File: config.mk
export PLATFORM = sky130hd
export DESIGN_NAME = nesting_aware_delimiter_splitter_core_flat
export DESIGN_NICKNAME = d
export VERILOG_FILES = /design/src/nads_pkg.sv /design/src/nads_req_if.sv /design/src/nads_rsp_if.sv /design/src/nesting_aware_delimiter_splitter_core.sv /design/src/nads_step.sv /design/src/nads_queue.sv /design/src/flat_wrapper.sv
export VERILOG_INCLUDE_DIRS = /design/src /design/src/src
export SDC_FILE = /design/constraint.sdc
export NUM_CORES = 1
export LEC_CHECK = 0
export BUFFER_PORTS_ARGS = -buffer_cell sky130_fd_sc_hd__buf_2
export CORE_ASPECT_RATIO = 0.6
export CORE_MARGIN = 2
export CORE_UTILIZATION = 35
export DETAILED_ROUTE_END_ITERATION = 10
export PLACE_DENSITY = 0.55
export SKIP_LAST_GASP = 1
export SYNTH_ARGS = -nofsm -noshare
export SYNTH_HDL_FRONTEND = slang
export SYNTH_SLANG_ARGS = --single-unit
export TNS_END_PERCENT = 30
File: constraint.sdc
create_clock -name clock -period 6.05 [get_ports clock]
set_input_delay 0.9075 -clock clock [delete_from_list [all_inputs] [get_ports clock]]
set_output_delay 0.9075 -clock clock [all_outputs]
set_load 0.01 [all_outputs]
File: src/nesting_aware_delimiter_splitter_core_macros.svh
// Assertion macros shared by the splitter RTL.
// Depends on nothing; included by the modules that carry assertions.
`ifndef NESTING_AWARE_DELIMITER_SPLITTER_CORE_MACROS_SVH
`define NESTING_AWARE_DELIMITER_SPLITTER_CORE_MACROS_SVH

// Same-cycle implication, disabled during reset.
`define NADS_ASSERT_NOW(label, clk, rst, ante, cons) \
   label: assert property (@(posedge clk) disable iff (rst) (ante) |-> (cons)) \
      else $error("splitter assertion failed");

// Next-cycle implication, disabled during reset.
`define NADS_ASSERT_NEXT(label, clk, rst, ante, cons) \
   label: assert property (@(posedge clk) disable iff (rst) (ante) |=> (cons)) \
      else $error("splitter assertion failed");

`endif

File: src/nads_pkg.sv
// Shared types and constants of the nesting-aware delimiter splitter.
// Depends on nothing; used by the interfaces and all splitter modules.
package nads_pkg;

   localparam int DEPTH_BITS_DEFAULT = 16;
   localparam int BYTE_W             = 8;
   localparam int CSR_INDEX_W        = 3;
   localparam int CSR_DATA_W         = 8;
   localparam int DELIM_COUNT_W      = 3;
   localparam int NUM_DELIMS         = 4;

   // Structural characters.
   localparam logic [BYTE_W-1:0] CHAR_LPAREN   = 8'h28;
   localparam logic [BYTE_W-1:0] CHAR_RPAREN   = 8'h29;
   localparam logic [BYTE_W-1:0] CHAR_LBRACKET = 8'h5B;
   localparam logic [BYTE_W-1:0] CHAR_RBRACKET = 8'h5D;
   localparam logic [BYTE_W-1:0] CHAR_LBRACE   = 8'h7B;
   localparam logic [BYTE_W-1:0] CHAR_RBRACE   = 8'h7D;
   localparam logic [BYTE_W-1:0] CHAR_LANGLE   = 8'h3C;
   localparam logic [BYTE_W-1:0] CHAR_RANGLE   = 8'h3E;
   localparam logic [BYTE_W-1:0] CHAR_DQUOTE   = 8'h22;
   localparam logic [BYTE_W-1:0] CHAR_SQUOTE   = 8'h27;
   localparam logic [BYTE_W-1:0] CHAR_COMMA    = 8'h2C;

   // Configuration register indexes.
   typedef enum logic [CSR_INDEX_W-1:0] {
      REG_DELIM_A    = 3'd0,
      REG_DELIM_B    = 3'd1,
      REG_DELIM_C    = 3'd2,
      REG_DELIM_D    = 3'd3,
      REG_DELIM_CNT  = 3'd4,
      REG_ANGLE_EN   = 3'd5,
      REG_DROP_EMPTY = 3'd6
   } csr_index_type;

   // One result word.
   typedef struct packed {
      logic [BYTE_W-1:0] out_byte;
      logic              is_data;
      logic              last_of_item;
   } rsp_word_type;

   // Results caused by one input byte, handed from the step logic to the queue.
   typedef struct packed {
      logic [1:0]   count;
      rsp_word_type first;
      rsp_word_type second;
   } step_result_type;

   // Configuration seen by the step logic.
   typedef struct packed {
      logic [NUM_DELIMS-1:0][BYTE_W-1:0] delim;
      logic [DELIM_COUNT_W-1:0]          delim_count;
      logic                              angle_enable;
      logic                              drop_empty_delim;
   } cfg_type;

endpackage

File: src/nads_req_if.sv
// Input channel of the splitter: valid/ready handshake with one text byte per word.
// Depends on nads_pkg.
interface nads_req_if;
   import nads_pkg::*;

   logic              valid;
   logic              ready;
   logic [BYTE_W-1:0] text_byte;
   logic              end_of_text;

   modport source (output valid, output text_byte, output end_of_text, input ready);
   modport sink   (input valid, input text_byte, input end_of_text, output ready);
endinterface

File: src/nads_rsp_if.sv
// Result channel of the splitter: valid/ready handshake with one result per word.
// Depends on nads_pkg.
interface nads_rsp_if;
   import nads_pkg::*;

   logic              valid;
   logic              ready;
   logic [BYTE_W-1:0] out_byte;
   logic              is_data;
   logic              last_of_item;

   modport source (output valid, output out_byte, output is_data, output last_of_item,
                   input ready);
   modport sink   (input valid, input out_byte, input is_data, input last_of_item,
                   output ready);
endinterface

File: src/nesting_aware_delimiter_splitter_core.sv
// Top level of the nesting-aware delimiter splitter: configuration, nesting state, queue.
// Depends on nads_pkg, nads_req_if, nads_rsp_if, nads_step, nads_queue and the macro header.
//
// The splitter takes one text byte per clock while the queue has room, updates its nesting
// depths, quote flags and segment state in the same cycle, and writes zero, one or two
// result words into a four-word output queue. A byte that causes one result keeps the
// block at one byte per cycle while the result port is ready; a byte that also closes the
// segment at end of text adds one extra word, drained by the result port at one word per
// cycle. The input side stays ready while the queue has room for two words, so it takes
// the next byte while earlier words wait; the one-word-per-cycle drain sets throughput.
// Configuration writes are taken at any clock and should be made while the block is idle.
`include "nesting_aware_delimiter_splitter_core_macros.svh"

module nesting_aware_delimiter_splitter_core #(
   parameter int DEPTH_BITS = nads_pkg::DEPTH_BITS_DEFAULT
) (
   input  logic                              clock,
   input  logic                              reset,
   nads_req_if.sink                          req_chan,
   nads_rsp_if.source                        rsp_chan,
   input  logic                              csr_we,
   input  logic [nads_pkg::CSR_INDEX_W-1:0]  csr_index,
   input  logic [nads_pkg::CSR_DATA_W-1:0]   csr_wdata
);
   import nads_pkg::*;

   cfg_type                      cfg_ff;
   logic signed [DEPTH_BITS-1:0] paren_ff;
   logic signed [DEPTH_BITS-1:0] bracket_ff;
   logic signed [DEPTH_BITS-1:0] brace_ff;
   logic signed [DEPTH_BITS-1:0] angle_ff;
   logic                         dquote_ff;
   logic                         squote_ff;
   logic                         seg_ff;
   logic signed [DEPTH_BITS-1:0] paren_in;
   logic signed [DEPTH_BITS-1:0] bracket_in;
   logic signed [DEPTH_BITS-1:0] brace_in;
   logic signed [DEPTH_BITS-1:0] angle_in;
   logic                         dquote_in;
   logic                         squote_in;
   logic                         seg_in;
   step_result_type              step_res;
   logic                         room;
   logic                         req_fire;

   assign req_chan.ready = room;
   assign req_fire       = req_chan.valid && room;

   // Configuration registers.
   always_ff @(posedge clock) begin
      if (reset) begin
         cfg_ff.delim            <= {NUM_DELIMS{CHAR_COMMA}};
         cfg_ff.delim_count      <= DELIM_COUNT_W'(1);
         cfg_ff.angle_enable     <= 1'b0;
         cfg_ff.drop_empty_delim <= 1'b0;
      end else if (csr_we) begin
         unique case (csr_index_type'(csr_index))
            REG_DELIM_A:    cfg_ff.delim[0]            <= csr_wdata;
            REG_DELIM_B:    cfg_ff.delim[1]            <= csr_wdata;
            REG_DELIM_C:    cfg_ff.delim[2]            <= csr_wdata;
            REG_DELIM_D:    cfg_ff.delim[3]            <= csr_wdata;
            REG_DELIM_CNT:  cfg_ff.delim_count         <= csr_wdata[DELIM_COUNT_W-1:0];
            REG_ANGLE_EN:   cfg_ff.angle_enable        <= csr_wdata[0];
            REG_DROP_EMPTY: cfg_ff.drop_empty_delim    <= csr_wdata[0];
            default: begin
            end
         endcase
      end
   end

   // Per-byte state update and result generation.
   nads_step #(
      .DEPTH_BITS (DEPTH_BITS)
   ) u_step (
      .cfg                   (cfg_ff),
      .text_byte             (req_chan.text_byte),
      .end_of_text           (req_chan.end_of_text),
      .paren_depth           (paren_ff),
      .bracket_depth         (bracket_ff),
      .brace_depth           (brace_ff),
      .angle_depth           (angle_ff),
      .in_double_quote       (dquote_ff),
      .in_single_quote       (squote_ff),
      .segment_nonempty      (seg_ff),
      .paren_depth_next      (paren_in),
      .bracket_depth_next    (bracket_in),
      .brace_depth_next      (brace_in),
      .angle_depth_next      (angle_in),
      .in_double_quote_next  (dquote_in),
      .in_single_quote_next  (squote_in),
      .segment_nonempty_next (seg_in),
      .result                (step_res)
   );

   // Nesting state advances on every accepted word.
   always_ff @(posedge clock) begin
      if (reset) begin
         paren_ff   <= '0;
         bracket_ff <= '0;
         brace_ff   <= '0;
         angle_ff   <= '0;
         dquote_ff  <= 1'b0;
         squote_ff  <= 1'b0;
         seg_ff     <= 1'b0;
      end else if (req_fire) begin
         paren_ff   <= paren_in;
         bracket_ff <= bracket_in;
         brace_ff   <= brace_in;
         angle_ff   <= angle_in;
         dquote_ff  <= dquote_in;
         squote_ff  <= squote_in;
         seg_ff     <= seg_in;
      end
   end

   // Result queue toward the output channel.
   nads_queue u_queue (
      .clock    (clock),
      .reset    (reset),
      .push_en  (req_fire),
      .push     (step_res),
      .room     (room),
      .rsp_chan (rsp_chan)
   );

   // End of text leaves every counter and flag cleared.
   `NADS_ASSERT_NEXT(a_eot_clears, clock, reset, req_fire && req_chan.end_of_text, paren_ff == '0 && bracket_ff == '0 && brace_ff == '0 && angle_ff == '0 && !dquote_ff && !squote_ff && !seg_ff)
   // A segment end is never emitted first while the segment is empty, end of text apart.
   `NADS_ASSERT_NOW(a_no_empty_close, clock, reset, req_fire && !seg_ff && step_res.count != 2'd0, step_res.first.is_data || req_chan.end_of_text)
   // Two results only happen at end of text.
   `NADS_ASSERT_NOW(a_two_only_at_eot, clock, reset, req_fire && step_res.count == 2'd2, req_chan.end_of_text)

endmodule

File: src/nads_step.sv
// Combinational update of the nesting state for one text byte, and the results it causes.
// Depends on nads_pkg.
module nads_step #(
   parameter int DEPTH_BITS = nads_pkg::DEPTH_BITS_DEFAULT
) (
   input  nads_pkg::cfg_type                cfg,
   input  logic [nads_pkg::BYTE_W-1:0]      text_byte,
   input  logic                             end_of_text,
   input  logic signed [DEPTH_BITS-1:0]     paren_depth,
   input  logic signed [DEPTH_BITS-1:0]     bracket_depth,
   input  logic signed [DEPTH_BITS-1:0]     brace_depth,
   input  logic signed [DEPTH_BITS-1:0]     angle_depth,
   input  logic                             in_double_quote,
   input  logic                             in_single_quote,
   input  logic                             segment_nonempty,
   output logic signed [DEPTH_BITS-1:0]     paren_depth_next,
   output logic signed [DEPTH_BITS-1:0]     bracket_depth_next,
   output logic signed [DEPTH_BITS-1:0]     brace_depth_next,
   output logic signed [DEPTH_BITS-1:0]     angle_depth_next,
   output logic                             in_double_quote_next,
   output logic                             in_single_quote_next,
   output logic                             segment_nonempty_next,
   output nads_pkg::step_result_type        result
);
   import nads_pkg::*;

   localparam logic signed [DEPTH_BITS-1:0] DEPTH_MAX = {1'b0, {(DEPTH_BITS-1){1'b1}}};
   localparam logic signed [DEPTH_BITS-1:0] DEPTH_MIN = {1'b1, {(DEPTH_BITS-1){1'b0}}};
   localparam logic signed [DEPTH_BITS-1:0] DEPTH_ONE = {{(DEPTH_BITS-1){1'b0}}, 1'b1};

   logic         unquoted;
   logic         dq_mid;
   logic         sq_mid;
   logic         top_level;
   logic         delim_hit;
   logic         first_valid;
   logic         seg_mid;
   logic         close_valid;
   rsp_word_type first_word;
   rsp_word_type close_word;

   // Saturating signed counter step; open and close never coincide.
   function automatic logic signed [DEPTH_BITS-1:0] bump(
      input logic signed [DEPTH_BITS-1:0] d,
      input logic                         open,
      input logic                         close
   );
      logic signed [DEPTH_BITS-1:0] r;
      r = d;
      if (open && d != DEPTH_MAX) begin
         r = d + DEPTH_ONE;
      end else if (close && d != DEPTH_MIN) begin
         r = d - DEPTH_ONE;
      end
      return r;
   endfunction

   // Depths move only outside quotes, using the quote flags from before this byte.
   assign unquoted = !in_double_quote && !in_single_quote;

   logic signed [DEPTH_BITS-1:0] paren_mid;
   logic signed [DEPTH_BITS-1:0] bracket_mid;
   logic signed [DEPTH_BITS-1:0] brace_mid;
   logic signed [DEPTH_BITS-1:0] angle_mid;

   assign paren_mid   = bump(paren_depth, unquoted && text_byte == CHAR_LPAREN,
                             unquoted && text_byte == CHAR_RPAREN);
   assign bracket_mid = bump(bracket_depth, unquoted && text_byte == CHAR_LBRACKET,
                             unquoted && text_byte == CHAR_RBRACKET);
   assign brace_mid   = bump(brace_depth, unquoted && text_byte == CHAR_LBRACE,
                             unquoted && text_byte == CHAR_RBRACE);
   assign angle_mid   = bump(angle_depth,
                             unquoted && cfg.angle_enable && text_byte == CHAR_LANGLE,
                             unquoted && cfg.angle_enable && text_byte == CHAR_RANGLE);

   // Double quote flips first; the single quote then sees the new double-quote flag.
   assign dq_mid = in_double_quote ^ (!in_single_quote && text_byte == CHAR_DQUOTE);
   assign sq_mid = in_single_quote ^ (!dq_mid && text_byte == CHAR_SQUOTE);

   assign top_level = paren_mid == '0 && bracket_mid == '0 && brace_mid == '0 &&
                      (!cfg.angle_enable || angle_mid == '0) && !dq_mid && !sq_mid;

   // Delimiter match over the registers in use; counts above four use all four.
   assign delim_hit = (cfg.delim_count >= 3'd1 && text_byte == cfg.delim[0]) ||
                      (cfg.delim_count >= 3'd2 && text_byte == cfg.delim[1]) ||
                      (cfg.delim_count >= 3'd3 && text_byte == cfg.delim[2]) ||
                      (cfg.delim_count >= 3'd4 && text_byte == cfg.delim[3]);

   // Result of the byte itself: data, segment end, or nothing.
   always_comb begin
      first_word.out_byte     = text_byte;
      first_word.is_data      = 1'b1;
      first_word.last_of_item = 1'b0;
      first_valid             = 1'b1;
      seg_mid                 = 1'b1;
      if (top_level && delim_hit) begin
         if (segment_nonempty) begin
            first_word.out_byte = '0;
            first_word.is_data  = 1'b0;
            seg_mid             = 1'b0;
         end else if (cfg.drop_empty_delim) begin
            first_valid = 1'b0;
            seg_mid     = 1'b0;
         end
      end
   end

   // End of text closes a nonempty segment.
   assign close_valid             = end_of_text && seg_mid;
   assign close_word.out_byte     = '0;
   assign close_word.is_data      = 1'b0;
   assign close_word.last_of_item = 1'b1;

   // Pack the results in order and mark the final one.
   always_comb begin
      result.count  = {1'b0, first_valid} + {1'b0, close_valid};
      result.first  = first_word;
      result.second = close_word;
      if (!first_valid) begin
         result.first = close_word;
      end else if (!close_valid) begin
         result.first.last_of_item = 1'b1;
      end
   end

   // End of text clears all state.
   assign paren_depth_next      = end_of_text ? '0 : paren_mid;
   assign bracket_depth_next    = end_of_text ? '0 : bracket_mid;
   assign brace_depth_next      = end_of_text ? '0 : brace_mid;
   assign angle_depth_next      = end_of_text ? '0 : angle_mid;
   assign in_double_quote_next  = !end_of_text && dq_mid;
   assign in_single_quote_next  = !end_of_text && sq_mid;
   assign segment_nonempty_next = !end_of_text && seg_mid;

endmodule

File: src/nads_queue.sv
// Four-word result queue that takes up to two words per cycle and drives the result channel.
// Depends on nads_pkg, nads_rsp_if and the assertion macro header.
`include "nesting_aware_delimiter_splitter_core_macros.svh"

module nads_queue (
   input  logic                       clock,
   input  logic                       reset,
   input  logic                       push_en,
   input  nads_pkg::step_result_type  push,
   output logic                       room,
   nads_rsp_if.source                 rsp_chan
);
   import nads_pkg::*;

   localparam int QUEUE_DEPTH = 4;
   localparam int PTR_W       = $clog2(QUEUE_DEPTH);
   localparam int CNT_W       = PTR_W + 1;

   rsp_word_type     mem_ff [QUEUE_DEPTH];
   logic [PTR_W-1:0] wr_ptr_ff;
   logic [PTR_W-1:0] wr_ptr_in;
   logic [PTR_W-1:0] rd_ptr_ff;
   logic [PTR_W-1:0] rd_ptr_in;
   logic [CNT_W-1:0] count_ff;
   logic [CNT_W-1:0] count_in;
   logic [CNT_W-1:0] push_cnt;
   logic             pop;
   rsp_word_type     head;

   assign push_cnt = push_en ? CNT_W'(push.count) : '0;
   assign pop      = rsp_chan.valid && rsp_chan.ready;

   // Room for the two words an input byte may cause.
   assign room = count_ff <= CNT_W'(QUEUE_DEPTH - 2);

   assign wr_ptr_in = wr_ptr_ff + push_cnt[PTR_W-1:0];
   assign rd_ptr_in = rd_ptr_ff + PTR_W'(pop);
   assign count_in  = count_ff + push_cnt - CNT_W'(pop);

   // Pointers and fill count.
   always_ff @(posedge clock) begin
      if (reset) begin
         wr_ptr_ff <= '0;
         rd_ptr_ff <= '0;
         count_ff  <= '0;
      end else begin
         wr_ptr_ff <= wr_ptr_in;
         rd_ptr_ff <= rd_ptr_in;
         count_ff  <= count_in;
      end
   end

   // Word storage.
   always_ff @(posedge clock) begin
      if (push_cnt >= CNT_W'(1)) begin
         mem_ff[wr_ptr_ff] <= push.first;
      end
      if (push_cnt >= CNT_W'(2)) begin
         mem_ff[wr_ptr_ff + PTR_W'(1)] <= push.second;
      end
   end

   // Head of the queue drives the result channel.
   assign head                  = mem_ff[rd_ptr_ff];
   assign rsp_chan.valid        = count_ff != '0;
   assign rsp_chan.out_byte     = head.out_byte;
   assign rsp_chan.is_data      = head.is_data;
   assign rsp_chan.last_of_item = head.last_of_item;

   `NADS_ASSERT_NOW(a_queue_bound, clock, reset, 1'b1, count_ff <= CNT_W'(QUEUE_DEPTH))
   // A waiting word stays offered and unchanged until it is taken.
   `NADS_ASSERT_NEXT(a_rsp_hold, clock, reset, rsp_chan.valid && !rsp_chan.ready, rsp_chan.valid && $stable(head))
   // An accepted input byte never overfills the queue.
   `NADS_ASSERT_NOW(a_push_fits, clock, reset, push_en, count_ff + push_cnt <= CNT_W'(QUEUE_DEPTH))

endmodule

File: src/flat_wrapper.sv
// flat-port wrapper written by rule: the top's interface ports become plain ports
module nesting_aware_delimiter_splitter_core_flat import nads_pkg::*;
#(
   parameter int DEPTH_BITS = nads_pkg::DEPTH_BITS_DEFAULT
)
  (clock, reset, csr_we, csr_index, csr_wdata, req_chan_valid, req_chan_text_byte, req_chan_end_of_text, req_chan_ready, rsp_chan_valid, rsp_chan_out_byte, rsp_chan_is_data, rsp_chan_last_of_item, rsp_chan_ready);
  nads_req_if req_chan_i ();
  nads_rsp_if rsp_chan_i ();
  input  logic clock;
  input  logic reset;
  input  logic csr_we;
  input  logic [nads_pkg::CSR_INDEX_W-1:0] csr_index;
  input  logic [nads_pkg::CSR_DATA_W-1:0] csr_wdata;
  input wire logic [$bits(req_chan_i.valid)-1:0] req_chan_valid;
  input wire logic [$bits(req_chan_i.text_byte)-1:0] req_chan_text_byte;
  input wire logic [$bits(req_chan_i.end_of_text)-1:0] req_chan_end_of_text;
  output wire logic [$bits(req_chan_i.ready)-1:0] req_chan_ready;
  output wire logic [$bits(rsp_chan_i.valid)-1:0] rsp_chan_valid;
  output wire logic [$bits(rsp_chan_i.out_byte)-1:0] rsp_chan_out_byte;
  output wire logic [$bits(rsp_chan_i.is_data)-1:0] rsp_chan_is_data;
  output wire logic [$bits(rsp_chan_i.last_of_item)-1:0] rsp_chan_last_of_item;
  input wire logic [$bits(rsp_chan_i.ready)-1:0] rsp_chan_ready;
  assign req_chan_i.valid = req_chan_valid;
  assign req_chan_i.text_byte = req_chan_text_byte;
  assign req_chan_i.end_of_text = req_chan_end_of_text;
  assign req_chan_ready = req_chan_i.ready;
  assign rsp_chan_valid = rsp_chan_i.valid;
  assign rsp_chan_out_byte = rsp_chan_i.out_byte;
  assign rsp_chan_is_data = rsp_chan_i.is_data;
  assign rsp_chan_last_of_item = rsp_chan_i.last_of_item;
  assign rsp_chan_i.ready = rsp_chan_ready;
  nesting_aware_delimiter_splitter_core #(.DEPTH_BITS(DEPTH_BITS)) u_core (.clock(clock), .reset(reset), .req_chan(req_chan_i), .rsp_chan(rsp_chan_i), .csr_we(csr_we), .csr_index(csr_index), .csr_wdata(csr_wdata));
endmodule
==> results.md <==
* Total number of vias at around 11000
* Distinct cell type count after synthesis at 90
* GRT overflow at 0
* Worst EP arrival at approximately 6000 ps
* WP data required at 6360 ps
* DR WL/cell at between 20 and 25 um
* Final Power at between 3 and 4 mW
* Kind of critical path: register to register
* Avg Inst Size Synth at between 7 and 8 um2
* Syn-to-layout area delta at 13.2%
* Cells after Synth at 1381
* Final Hold Fails at 0
* Pin count of the biggest net entering global routing at 64
* Detailed Route Iter0 Violations at between 1500 and 2000
* Initial antenna violation count at 0
* Root Driver: clkbuf_16
* Nets@finish at 1434
* Final slew viol count at 0
* Hold Path End: u_core.u_queue.mem_ff[3][3]
* Post-synth EDFFs at 0
* Worst VDD drop at approximately 0.0002 V
* Sequential-to-total area share from yosys stat at ~28%
* CP Capture Type: register
* Max-cap violations at 0
* Hold slack at between 400 and 500 ps
* Overall routed net length at 38.7 mm
* Clk_skew at approximately 11 ps
* Worst stage delay on the critical path at slightly below 600 ps
* Worst hold path class: register to register
* Mapped Area at roughly 11000 um2
* DPL Wire Length at roughly 28 mm
* Gpl congestion at about 0.97
* Sink Count at 151
* Die height at 139 um
* Die width at approximately 230 um
* Least-Margin Pin Slew at 1240 ps
* Status: finished, final reports clean
* Post-DP Area at 11400 um2
* Final worst path period need at approximately 5700 ps
* CP Cell Sequence: inv_1 -> ha_1 -> or4b_1 -> nor4b_4 -> o22ai_1 -> xnor2_1 -> or4_1 -> nor4_1 -> nand4_1 -> nor3_1 -> nand3b_1 -> ha_1 -> nand2_1 -> ha_1 -> inv_1 -> ha_1 -> fa_1 -> xor2_1 -> xnor2_1 -> nor2_1
* Initial Utilization at between 30% and 40%
* Tot GR Track Use at between 20% and 30%
* FFs w/ async S/R, synth at 0%
* Synthesis-stage register bit count at between 150 and 200
* Antenna Nets Post-Route at 0
* Die area at about 32000 um2
* R2R Path End: u_core.u_queue.count_ff[2]
* R2R setup slack at about 320 ps
* I/O pin cnt at 37
* Period utilization at 94.7%
* Most frequent cells in the layout: dfxtp_1 (151), nand2_1 (140), nor2_1 (103)
* CTS tree: built
* P_leak at approximately 4.4 nW
* I/O Buffers at 36
* R2R cell count at 20
* DR pass1 iterations at 5
* DRC Markers at 0
* Final setup fails at 0
* CTS max path bufs at 2
* CP Max Fanout at 7
* Cell depth of the worst hold path at 2
* Pwr Density at around 250 nW/um2
* CTS clk-pin slew, worst paths at approximately 80 ps
* Slew HR at approximately 17%
* # rows at between 40 and 50
* Vias in the first global route at 9652
* Commonest non-fill, non-tap cell in the layout: dfxtp_1
* Startpoint types: register
* First-pass GRT wire length at ~60 mm
* Worst path most repeated cell: ha_1
* Syn Nets at approximately 1400
* H-tree Lvls at 4
* Core area at 29900 um2
* Via density at between 6 and 7
* Max Clk Rate at 0.174 GHz
* Yosys warning count at 0
* TritonCTS Buffers at 17
* Clk_lat worst skew at ~460 ps
* Final Cell Area at 12000 um2
* Most common flop cell mapped by yosys: dfxtp_1
* Worst hold start: u_core.u_queue.mem_ff[3][3]
* CP max stage cell: or4b_1
* Share of cells above drive strength 1 at approximately 15%
* Worst r2r src: u_core.bracket_ff[1]
[area by class of cell]
type	count	area, um2
flip-flops and latches	151	3020
repair buffers	109	731
diodes	1	2.50
clock inverters	15	175
inverters	29	109
well taps	408	510
clock buffers	17	425
fillers	3084	17900
multi-input cells	1085	7030
[logic make-up after synthesis]
logic type / share of synthesized area [%]
AO/OA/AOI/OAI: 21.1
XOR/XNOR: 5.61
multiplexers: 3.36
flip-flops: 28.5
buffers and inverters: 5.59
adder cells (fa/ha/maj): 1.96
AND/OR/NAND/NOR: 33.8
[routing by layer]
metal	GRT usage (%)	part of all wire [%]	vias to the layer above
li1	-	-	5182
met1	38.4	50	5200
met2	29.3	37	590
met3	7.63	12	40
met4	6.12	1.4	0
met5	0	0	-
[stage by stage]
| step | utilization [%] | cells | setup slack, ps | TNS [ps] |
|---|---|---|---|---|
| global placement | 38.1 | 1779 | -3.48 | -3.48 |
| global route | 40.2 | 1814 | -4.02 | -4.02 |
| floorplan | - | 1381 | 403 | 0 |
| CTS | 40.1 | 1811 | 249 | 0 |
| finish | 40.2 | 1815 | 319 | 0 |
| detailed placement | 38.1 | 1779 | -8.78 | -8.78 |
[registers in the layout, summed over array words and instances (netlist names)]
name and count:
u_core.paren_ff 16, u_core.u_queue.mem_ff 40, u_core.squote_ff 1, u_core.angle_ff 16
u_core.bracket_ff 16, u_core.brace_ff 16, u_core.seg_ff 1, u_core.u_queue.rd_ptr_ff 2
u_core.cfg_ff 37, u_core.u_queue.wr_ptr_ff 2, u_core.u_queue.count_ff 3, u_core.dquote_ff 1
[cell usage after synthesis, types with 10 or more instances]
master | n | area (um2)
nand4_1 | 41 | 257
nor2b_1 | 22 | 138
nor4_1 | 35 | 219
nor3_1 | 52 | 260
and2_1 | 15 | 93.8
xor2_1 | 38 | 333
a21oi_1 | 70 | 350
xnor2_1 | 30 | 263
or3_1 | 34 | 213
a32oi_1 | 12 | 105
or4_1 | 19 | 143
o21ai_2 | 14 | 123
nand2b_1 | 11 | 68.8
nand3_1 | 74 | 370
o31ai_1 | 10 | 75.1
a211oi_1 | 13 | 97.6
inv_1 | 27 | 101
mux2i_1 | 12 | 120
and4_1 | 13 | 114
o21ai_0 | 59 | 295
ha_1 | 15 | 188
o211ai_1 | 16 | 120
mux4_2 | 10 | 225
clkbuf_1 | 94 | 353
nor2_1 | 104 | 390
nand2_1 | 142 | 533
a22oi_1 | 30 | 225
dfxtp_1 | 151 | 3020
and3_1 | 20 | 125
nand3b_1 | 17 | 128
[critical path: cells and delay by family (launching register included)]
kind | cells | cell delay (ps)
adder cells (fa/ha/maj) | 5 | 1410
AO/OA/AOI/OAI | 1 | 220
XOR/XNOR | 3 | 550
AND/OR/NAND/NOR | 9 | 2870
flip-flops | 1 | 400
buffers and inverters | 2 | 130
[power by group]
group | total [mW] | internal (mW) | switching [mW]
combinational | 0.698 | 0.301 | 0.397
clock | 1.12 | 0.591 | 0.530
sequential | 1.24 | 1.14 | 0.101
[repair_timing]
action / 4_1_cts / 5_1_grt
buffers inserted: 0 / 3
hold buffers: 0 / 0
endpoints found under the setup margin: 0 / 12
gates resized for setup: 0 / 3
[worst max path at each step]
stage,to,slack (ps),start
floorplan,u_core.u_queue.count_ff[2],400,req_chan_text_byte[1]
global placement,u_core.u_queue.count_ff[2],-3,req_chan_text_byte[5]
detailed placement,u_core.u_queue.count_ff[2],-9,req_chan_text_byte[5]
CTS,u_core.u_queue.count_ff[2],250,u_core.bracket_ff[1]
global route,u_core.u_queue.count_ff[2],-4,u_core.bracket_ff[1]
finish,u_core.u_queue.count_ff[2],320,u_core.bracket_ff[1]
No activity file was read; power rests on OpenSTA's default activity.
